`src/rtl/tbc_pkg.sv`:
```
// ----------------------------------------------------------------------------
// tbc_pkg
// Shared types and codes for the countdown timer bank: request and status
// codes, the command and response words, and the layout of one slot entry.
// ----------------------------------------------------------------------------
package tbc_pkg;

    localparam int TIMER_SLOTS_DEFAULT = 16;
    localparam int ID_W                = 8;
    localparam int CNT_W               = 32;
    localparam int MAX_RESULTS         = 16;
    localparam int NREP_W              = $clog2(MAX_RESULTS + 1);

    // request codes
    localparam logic [2:0] REQ_REGISTER = 3'd0;
    localparam logic [2:0] REQ_REMOVE   = 3'd1;
    localparam logic [2:0] REQ_START    = 3'd2;
    localparam logic [2:0] REQ_STOP     = 3'd3;
    localparam logic [2:0] REQ_PERIOD   = 3'd4;
    localparam logic [2:0] REQ_MODE     = 3'd5;
    localparam logic [2:0] REQ_ENABLE   = 3'd6;
    localparam logic [2:0] REQ_TICK     = 3'd7;

    // status codes
    localparam logic [1:0] ST_OK   = 2'd0;
    localparam logic [1:0] ST_BAD  = 2'd1;
    localparam logic [1:0] ST_DUP  = 2'd2;
    localparam logic [1:0] ST_FULL = 2'd3;

    typedef struct packed {
        logic [2:0]       req_type;
        logic [ID_W-1:0]  timer_id;
        logic [CNT_W-1:0] argument;
        logic             cyclic;
    } cmd_word_t;

    typedef struct packed {
        logic [1:0]      status;
        logic            expired;
        logic [ID_W-1:0] expired_id;
        logic            last;
    } rsp_word_t;

    typedef struct packed {
        logic [ID_W-1:0]  id;
        logic [CNT_W-1:0] period;
        logic [CNT_W-1:0] count;
        logic             cyclic;
        logic             enabled;
    } slot_entry_t;

    localparam int ENTRY_W = $bits(slot_entry_t);

    typedef struct packed {
        logic match;   // slot holds the requested id
        logic write;   // entry changed, write back
        logic expire;  // tick expiry on this slot
    } slot_outcome_t;

endpackage

```
`src/rtl/tbc_ram.sv`:
```
// ----------------------------------------------------------------------------
// tbc_ram
// Generic single-write, single-read synchronous RAM with registered read data.
// ----------------------------------------------------------------------------
module tbc_ram #(
    parameter int WIDTH = 8,
    parameter int DEPTH = 16
) (
    input  logic                                      clk,
    input  logic                                      we,
    input  logic [((DEPTH > 1) ? $clog2(DEPTH) : 1)-1:0] waddr,
    input  logic [WIDTH-1:0]                          wdata,
    input  logic [((DEPTH > 1) ? $clog2(DEPTH) : 1)-1:0] raddr,
    output logic [WIDTH-1:0]                          rdata
);

    logic [WIDTH-1:0] mem_reg [DEPTH];
    logic [WIDTH-1:0] rdata_reg;

    always_ff @(posedge clk)
    begin
        if (we)
        begin
            mem_reg[waddr] <= wdata;
        end
        rdata_reg <= mem_reg[raddr];
    end

    assign rdata = rdata_reg;

endmodule

```
`src/rtl/tbc_slot_alu.sv`:
```
// ----------------------------------------------------------------------------
// tbc_slot_alu
// Read-modify logic for one slot entry: applies a command to the slot that
// holds the requested id, or advances the countdown on a tick.
// ----------------------------------------------------------------------------
module tbc_slot_alu (
    input  tbc_pkg::cmd_word_t     req,
    input  logic                   slot_valid,
    input  tbc_pkg::slot_entry_t   entry,
    output tbc_pkg::slot_entry_t   entry_new,
    output tbc_pkg::slot_entry_t   fresh,
    output tbc_pkg::slot_outcome_t outcome
);

    logic is_tick;
    logic active;

    assign is_tick = (req.req_type == tbc_pkg::REQ_TICK);
    assign active  = slot_valid && entry.enabled;

    // entry written on a successful register
    always_comb
    begin
        fresh.id      = req.timer_id;
        fresh.period  = req.argument;
        fresh.count   = '0;
        fresh.cyclic  = req.cyclic;
        fresh.enabled = 1'b0;
    end

    always_comb
    begin
        entry_new      = entry;
        outcome.match  = 1'b0;
        outcome.write  = 1'b0;
        outcome.expire = 1'b0;
        if (is_tick)
        begin
            if (active)
            begin
                outcome.write = 1'b1;
                if (entry.count != '0)
                begin
                    entry_new.count = entry.count - 1'b1;
                end
                else
                begin
                    outcome.expire = 1'b1;
                    // reload or drop out
                    if (entry.cyclic)
                    begin
                        entry_new.count = entry.period;
                    end
                    else
                    begin
                        entry_new.enabled = 1'b0;
                    end
                end
            end
        end
        else if (slot_valid && (req.timer_id != '0) && (entry.id == req.timer_id))
        begin
            outcome.match = 1'b1;
            case (req.req_type)
                tbc_pkg::REQ_START:
                begin
                    outcome.write     = 1'b1;
                    entry_new.count   = entry.period;
                    entry_new.enabled = 1'b1;
                end
                tbc_pkg::REQ_STOP:
                begin
                    outcome.write     = 1'b1;
                    entry_new.enabled = 1'b0;
                end
                tbc_pkg::REQ_PERIOD:
                begin
                    outcome.write    = 1'b1;
                    entry_new.count  = '0;
                    entry_new.period = req.argument;
                end
                tbc_pkg::REQ_MODE:
                begin
                    outcome.write    = 1'b1;
                    entry_new.cyclic = req.argument[0];
                end
                tbc_pkg::REQ_ENABLE:
                begin
                    outcome.write     = 1'b1;
                    entry_new.enabled = req.argument[0];
                end
                default:
                begin
                    // register (duplicate) and remove leave the entry alone
                    outcome.write = 1'b0;
                end
            endcase
        end
    end

endmodule

```
`src/rtl/timer_bank_countdown_unit.sv`:
```
// ----------------------------------------------------------------------------
// timer_bank_countdown_unit
// Bank of countdown timers held in a slot RAM, driven by commands and ticks.
// ----------------------------------------------------------------------------
// Every command word and every tick walks all TIMER_SLOTS slots of the slot
// RAM, one slot per cycle through its single read port while the response
// side does not stall. A word is accepted in the idle state, walked slot by
// slot in the walk state and closed in the finish state. Commands
// give one response word; a tick gives one word per expired timer in slot
// order (at most 16, the final one marked last) or one plain word if nothing
// expired. Valid bits sit in flip-flops and clear at reset; the RAM needs no
// clearing pass. The next command is taken while the last response waits.
// ----------------------------------------------------------------------------
module timer_bank_countdown_unit #(
    parameter int TIMER_SLOTS = tbc_pkg::TIMER_SLOTS_DEFAULT
) (
    input  logic               clk,
    input  logic               rst_n,
    input  logic               cmd_valid,
    output logic               cmd_stall,
    input  tbc_pkg::cmd_word_t cmd,
    output logic               rsp_valid,
    input  logic               rsp_stall,
    output tbc_pkg::rsp_word_t rsp
);

    localparam int IDX_W = (TIMER_SLOTS > 1) ? $clog2(TIMER_SLOTS) : 1;
    localparam logic [IDX_W-1:0] LAST_POS = IDX_W'(TIMER_SLOTS - 1);

    localparam logic [1:0] S_IDLE   = 2'd0;
    localparam logic [1:0] S_WALK   = 2'd1;
    localparam logic [1:0] S_FINISH = 2'd2;

    logic [1:0]                  state_reg, state_next;
    tbc_pkg::cmd_word_t          req_reg, req_next;
    logic [IDX_W-1:0]            pos_reg, pos_next;
    logic [TIMER_SLOTS-1:0]      valid_reg, valid_next;
    logic                        found_reg, found_next;
    logic                        hold_valid_reg, hold_valid_next;
    logic [tbc_pkg::ID_W-1:0]    hold_id_reg, hold_id_next;
    logic [tbc_pkg::NREP_W-1:0]  nrep_reg, nrep_next;
    tbc_pkg::rsp_word_t          rsp_reg, rsp_next;
    logic                        rsp_valid_reg, rsp_valid_next;

    logic                        ram_we;
    logic [IDX_W-1:0]            ram_waddr;
    logic [tbc_pkg::ENTRY_W-1:0] ram_wdata;
    logic [IDX_W-1:0]            ram_raddr;
    logic [tbc_pkg::ENTRY_W-1:0] ram_rdata;

    tbc_pkg::slot_entry_t        entry;
    tbc_pkg::slot_entry_t        entry_new;
    tbc_pkg::slot_entry_t        fresh;
    tbc_pkg::slot_outcome_t      outcome;

    logic                        rsp_free;
    logic                        rsp_load;
    tbc_pkg::rsp_word_t          rsp_word;
    logic                        has_free;
    logic [IDX_W-1:0]            free_idx;
    logic [1:0]                  cmd_status;

    tbc_ram #(
        .WIDTH (tbc_pkg::ENTRY_W),
        .DEPTH (TIMER_SLOTS)
    ) u_slot_ram (
        .clk   (clk),
        .we    (ram_we),
        .waddr (ram_waddr),
        .wdata (ram_wdata),
        .raddr (ram_raddr),
        .rdata (ram_rdata)
    );

    assign entry = tbc_pkg::slot_entry_t'(ram_rdata);

    tbc_slot_alu u_slot_alu (
        .req        (req_reg),
        .slot_valid (valid_reg[pos_reg]),
        .entry      (entry),
        .entry_new  (entry_new),
        .fresh      (fresh),
        .outcome    (outcome)
    );

    // lowest free slot
    always_comb
    begin
        has_free = 1'b0;
        free_idx = '0;
        for (int i = TIMER_SLOTS - 1; i >= 0; i--)
        begin
            if (!valid_reg[i])
            begin
                has_free = 1'b1;
                free_idx = IDX_W'(i);
            end
        end
    end

    always_comb
    begin
        if (req_reg.req_type == tbc_pkg::REQ_REGISTER)
        begin
            if ((req_reg.timer_id == '0) || (req_reg.argument == '0))
            begin
                cmd_status = tbc_pkg::ST_BAD;
            end
            else if (found_reg)
            begin
                cmd_status = tbc_pkg::ST_DUP;
            end
            else if (!has_free)
            begin
                cmd_status = tbc_pkg::ST_FULL;
            end
            else
            begin
                cmd_status = tbc_pkg::ST_OK;
            end
        end
        else
        begin
            cmd_status = found_reg ? tbc_pkg::ST_OK : tbc_pkg::ST_BAD;
        end
    end

    assign rsp_free  = !rsp_valid_reg || !rsp_stall;
    assign cmd_stall = (state_reg != S_IDLE);

    always_comb
    begin
        state_next      = state_reg;
        req_next        = req_reg;
        pos_next        = pos_reg;
        valid_next      = valid_reg;
        found_next      = found_reg;
        hold_valid_next = hold_valid_reg;
        hold_id_next    = hold_id_reg;
        nrep_next       = nrep_reg;
        ram_we          = 1'b0;
        ram_waddr       = pos_reg;
        ram_wdata       = entry_new;
        ram_raddr       = pos_reg;
        rsp_load        = 1'b0;
        rsp_word        = '0;

        case (state_reg)
            S_IDLE:
            begin
                ram_raddr = '0;
                if (cmd_valid)
                begin
                    req_next        = cmd;
                    pos_next        = '0;
                    found_next      = 1'b0;
                    hold_valid_next = 1'b0;
                    nrep_next       = '0;
                    state_next      = S_WALK;
                end
            end
            S_WALK:
            begin
                // hold the read address while the response side is blocked
                if (rsp_free)
                begin
                    ram_raddr = IDX_W'(pos_reg + 1'b1);
                    ram_we    = outcome.write;
                    if (outcome.match)
                    begin
                        found_next = 1'b1;
                        if (req_reg.req_type == tbc_pkg::REQ_REMOVE)
                        begin
                            valid_next[pos_reg] = 1'b0;
                        end
                    end
                    if (outcome.expire && (nrep_reg < tbc_pkg::NREP_W'(tbc_pkg::MAX_RESULTS)))
                    begin
                        // a newer expiry means the held one is not last
                        if (hold_valid_reg)
                        begin
                            rsp_load            = 1'b1;
                            rsp_word.status     = tbc_pkg::ST_OK;
                            rsp_word.expired    = 1'b1;
                            rsp_word.expired_id = hold_id_reg;
                            rsp_word.last       = 1'b0;
                        end
                        hold_valid_next = 1'b1;
                        hold_id_next    = entry.id;
                        nrep_next       = nrep_reg + 1'b1;
                    end
                    if (pos_reg == LAST_POS)
                    begin
                        state_next = S_FINISH;
                    end
                    else
                    begin
                        pos_next = IDX_W'(pos_reg + 1'b1);
                    end
                end
            end
            S_FINISH:
            begin
                if (rsp_free)
                begin
                    rsp_load      = 1'b1;
                    rsp_word.last = 1'b1;
                    state_next    = S_IDLE;
                    if (req_reg.req_type == tbc_pkg::REQ_TICK)
                    begin
                        rsp_word.status = tbc_pkg::ST_OK;
                        if (hold_valid_reg)
                        begin
                            rsp_word.expired    = 1'b1;
                            rsp_word.expired_id = hold_id_reg;
                        end
                    end
                    else
                    begin
                        rsp_word.status = cmd_status;
                        if ((req_reg.req_type == tbc_pkg::REQ_REGISTER) &&
                            (cmd_status == tbc_pkg::ST_OK))
                        begin
                            ram_we               = 1'b1;
                            ram_waddr            = free_idx;
                            ram_wdata            = fresh;
                            valid_next[free_idx] = 1'b1;
                        end
                    end
                end
            end
            default:
            begin
                state_next = S_IDLE;
            end
        endcase
    end

    always_comb
    begin
        rsp_next       = rsp_reg;
        rsp_valid_next = rsp_valid_reg;
        if (rsp_load)
        begin
            rsp_next       = rsp_word;
            rsp_valid_next = 1'b1;
        end
        else if (!rsp_stall)
        begin
            rsp_valid_next = 1'b0;
        end
    end

    always_ff @(posedge clk or negedge rst_n)
    begin
        if (!rst_n)
        begin
            state_reg      <= S_IDLE;
            valid_reg      <= '0;
            found_reg      <= 1'b0;
            hold_valid_reg <= 1'b0;
            nrep_reg       <= '0;
            rsp_valid_reg  <= 1'b0;
            pos_reg        <= '0;
        end
        else
        begin
            state_reg      <= state_next;
            valid_reg      <= valid_next;
            found_reg      <= found_next;
            hold_valid_reg <= hold_valid_next;
            nrep_reg       <= nrep_next;
            rsp_valid_reg  <= rsp_valid_next;
            pos_reg        <= pos_next;
        end
    end

    always_ff @(posedge clk)
    begin
        req_reg     <= req_next;
        hold_id_reg <= hold_id_next;
        rsp_reg     <= rsp_next;
    end

    assign rsp_valid = rsp_valid_reg;
    assign rsp       = rsp_reg;

endmodule

```
`config.mk`:
```
export PLATFORM = sky130hd
export DESIGN_NAME = timer_bank_countdown_unit
export DESIGN_NICKNAME = d
export VERILOG_FILES = /design/src/rtl/tbc_pkg.sv /design/src/rtl/tbc_ram.sv /design/src/rtl/tbc_slot_alu.sv /design/src/rtl/timer_bank_countdown_unit.sv
export SDC_FILE = /design/constraint.sdc
export NUM_CORES = 2
export LEC_CHECK = 0
export ABC_CLOCK_PERIOD_IN_PS = 11500
export BUFFER_PORTS_ARGS = -buffer_cell sky130_fd_sc_hd__buf_4
export CORE_ASPECT_RATIO = 0.8
export CORE_UTILIZATION = 60
export CTS_CLUSTER_DIAMETER = 40
export DETAILED_ROUTE_END_ITERATION = 10
export PLACE_DENSITY = 0.76
export SETUP_SLACK_MARGIN = 0.4
export SYNTH_ARGS = -nofsm -noshare
export SYNTH_HDL_FRONTEND = slang
export SYNTH_SLANG_ARGS = --single-unit
export TNS_END_PERCENT = 1
```
`constraint.sdc`:
```
create_clock -name clk -period 11.5 [get_ports clk]
set_clock_uncertainty 0.05 [all_clocks]
set_input_delay 2.3 -clock clk [delete_from_list [all_inputs] [get_ports clk]]
set_output_delay 2.3 -clock clk [all_outputs]
set_load 0.05 [all_outputs]
```
==> metrics.csv <==
stage,metric,value,unit
flow_run,max_cap viols,0,
yosys,Most used DFF post-synth,edfxtp_1,
min_path,Hold Crit Start,u_slot_ram.rdata[66]$_DFF_P_,
final_layout,Multi-input gate area,13400,um2
final_layout,Syn-to-layout area delta,12.37,%
yosys,register area share after synthesis,74.12,%
clock_tree,clock sink count,1352,
worst_setup_path,worst r2r src,req_reg[8]$_DFFE_PP_,
clock_tree,Post-CTS Setup Bufs,0,
timing,min Tclk post-route,6040,ps
yosys,"EDFF count, synth",1248,
clock_tree,CTS Hold Bufs,0,
min_path,WHS Endpoint,hold_id_reg[0]$_DFFE_PP_,
clock_tree,"Reg clk slew, reported paths",60,ps
timing,TNS Setup,0,ps
pwr,Pleak,19.09,nW
final_layout,fin util,68.42,%
timing,Max Fclk,165.6,MHz
routing,routed len/inst,29.47,um
routing,Final ANT Viol Nets,0,
timing,Fin. Hold Viols,0,
worst_setup_path,critical-path cell list,"buf_4, nand2_1, nand2_1, nor3_4, buf_4, mux2i_1, nor3b_1, and3_4, buf_4",
worst_setup_path,CP max FO,38,
timing,RSZ-0062 raised after global routing,false,
global_route,first-pass GRT wire length,181800,um
yosys,Simple-Gate Fraction of Synth Area,3.639,%
place,IO Port Bufs,61,
worst_setup_path,Critical Path Source Type,input port,
global_route,initial antenna violation count,4,
pwr,Tot Pwr,15.09,mW
die,Die ar.,90490,um2
worst_setup_path,end of the worst register-to-register path,u_slot_ram.mem_reg[7][20]$_DFFE_PP_,
worst_setup_path,slowest CP cell,and3_4,
yosys,synth warn,0,
die,Die Wd,336.1,um
final_layout,filler cell count,5418,
routing,Total Wirelength,122100,um
die,row cnt,97,
min_path,worst hold path depth,0,
worst_setup_path,"most used cell, CP",buf_4,
yosys,"area leader, netlist",edfxtp_1,
worst_setup_path,Worst Setup Path Type,in -> reg,
clock_tree,H-Tree Depth,4,
timing,fin. max-slew vios,0,
clock_tree,Resized cells post-CTS,0,
worst_setup_path,"Req. time, crit path",11810,ps
routing,drt pass-1 iters,6,
yosys,syn_area_per_cell,19.70,um2
yosys,Post-Synth Adder-Cell Area,0.2569,%
worst_setup_path,Crit path max-delay family,simple AND/OR/NAND/NOR gates,
yosys,post-synth net total,2779,
timing,worst rel slew slack,7.930,%
yosys,async set-or-reset flop fraction in the synthesized netlist,2.219,%
pwr,PD cells,250.6,nW/um2
routing,routed vias,27644,
worst_setup_path,CP Buf/Inv Count,3,
timing,fin crit share,52.52,%
clock_tree,CTS buffer count,139,
min_path,Hold/Removal Path Class,reg -> reg,
place,routability cong.,0.8957,
worst_setup_path,critical path data arrival time,6350,ps
clock_tree,CTS tree,done,
yosys,largest family of logic cells by synthesized area,multiplexers,
yosys,XOR/XNOR Fraction of Synth Area,0.1798,%
die,die extent in y,269.3,um
final_layout,share of layout cells above drive strength 1,24.33,%
die,core area,87990,um2
worst_setup_path,FF-to-FF path depth,9,
worst_setup_path,crit path capture type,flip-flop,
yosys,top post-synthesis cells by area,"edfxtp_1 (70%), mux4_2 (13%), mux2i_1 (4.4%)",
yosys,Syn Std Cell Area,53570,um2
yosys,top cell type's share of synthesized area,69.96,%
routing,# DRC,0,
yosys,Synth cell types,82,
worst_setup_path,"setup slack, reg-to-reg",5650,ps
global_route,vias in the first global route,28181,
place,DP HPWL,67020,um
final_layout,Nets,2899,
pwr,maximum VDD drop,233.4,uV
worst_setup_path,CP max stage delay,830,ps
die,Initial Util,60.88,%
final_layout,max reg flops,1184,
clock_tree,Worst-Skew Late Latency,750,ps
yosys,post-synthesis mux area share,17.60,%
routing,Via density,6.669,
timing,# setup viols final,0,
status,status,"finished, final reports clean",
yosys,#FFs+latches synth,1352,
clock_tree,Clock Tree Buf Depth,3,
timing,Worst-Margin Slew,1381,ps
die,# IOs,62,
yosys,Synth Area in Compound Gates,2.978,%
clock_tree,Clock Root Buffer,clkbuf_16,
global_route,GR Overflow Total,0,
global_route,largest net degree at the start of global routing,155,
yosys,synthesized instance count,2720,
global_route,total track usage,27.62,%
final_layout,Reg area,39710,um2
routing,DRT iter0 DRCs,3544,
==> per-layer routing <==
metal  global-route usage [%]  share of wire [%]  routed length, um  vias to the layer above
met5                        0              0.011                 13                        -
li1                         -                  -                  -                    11495
met2                    41.37                 46              56360                     1548
met4                    9.421                3.0               3620                        2
met1                    41.18                 41              50610                    14332
met3                    5.595                9.4              11540                      267
==> area by class of cell <==
type,instances,area share (%)
Inverter,22,0.1372
Tap cell,1188,2.469
Sequential cell,1352,65.96
Clock buffer,177,6.204
Timing Repair Buffer,121,1.613
Multi-Input combinational cell,1204,22.26
Antenna cell,2,0.008314
Clock inverter,79,1.349
==> synth_stat cells, drive strengths merged (8+ instances only) <==
cell    count
o31ai      13
mux2i     233
a21oi      50
edfxtp   1248
a211oi      8
xor2        9
mux4      298
a31oi      17
ha         11
dfxtp      74
nor3       41
inv        22
o21ai      73
buf        58
and2       11
a22oi       9
and3       21
nand4      20
clkbuf     84
mux2       34
nor2       47
nor4       30
dfrtp      30
or4        12
nand2     110
nand3      48
==> through the flow <==
step / setup slack (ps) / hold slack, ps / cells / instance area (um2)
2_1_floorplan: 2003 / 399.4 / 2720 / 53570
3_3_place_gp: 4985 / 428.8 / 3886 / 55620
3_5_place_dp: 4855 / 429.0 / 3886 / 55620
4_1_cts: 5585 / 447.5 / 4142 / 60170
5_1_grt: 5308 / 452.4 / 4143 / 60200
6_report: 5460 / 450.0 / 4145 / 60200
==> worst max path at each step <==
stage	start	endpoint	slack [ps]	depth (start not counted)
after floorplan	rsp_stall	u_slot_ram.mem_reg[10][0]$_DFFE_PP_	2000	6
after global placement	rsp_stall	u_slot_ram.mem_reg[11][42]$_DFFE_PP_	4990	10
after detailed placement	rsp_stall	u_slot_ram.mem_reg[7][20]$_DFFE_PP_	4850	9
after CTS	rsp_stall	u_slot_ram.mem_reg[7][15]$_DFFE_PP_	5580	9
after global routing	rsp_stall	u_slot_ram.mem_reg[6][20]$_DFFE_PP_	5310	9
final	rsp_stall	u_slot_ram.mem_reg[7][20]$_DFFE_PP_	5460	9
==> cell usage in the layout (no fill, tap or decap), types with 34 or more instances in the layout <==
| cell type | Yosys | final |
|---|---|---|
| a21oi_1 | 48 | 46 |
| buf_4 | 0 | 116 |
| clkbuf_16 | 0 | 142 |
| dfxtp_1 | 74 | 74 |
| edfxtp_1 | 1248 | 1248 |
| mux2_2 | 34 | 34 |
| mux2i_1 | 233 | 233 |
| mux4_2 | 298 | 298 |
| nand2_1 | 109 | 109 |
| nand3_1 | 46 | 46 |
| nor2_1 | 47 | 47 |
| o21ai_0 | 72 | 71 |
==> where the power goes <==
group          internal (mW)  switching, mW
Clock                   2.53           1.91
Sequential              6.32          0.399
Combinational           1.68           2.25
==> logic make-up after synthesis <==
group	count (synthesis)
adders and majority gates	11
buffers and inverters	164
muxes	565
DFF	1352
xor gates and xnor gates	11
AOI/OAI and AO/OA	243
and+or+nand+nor	374
==> worst register-to-register path, cell delays in order (launching register included) <==
cell	delay, ps
edfxtp_1	490
nor4_1	570
nand4_1	490
o21ai_0	910
nor3_4	160
buf_4	330
mux2i_1	360
nor3b_1	540
and3_4	830
buf_4	720
(Power assumes the default switching activity.)
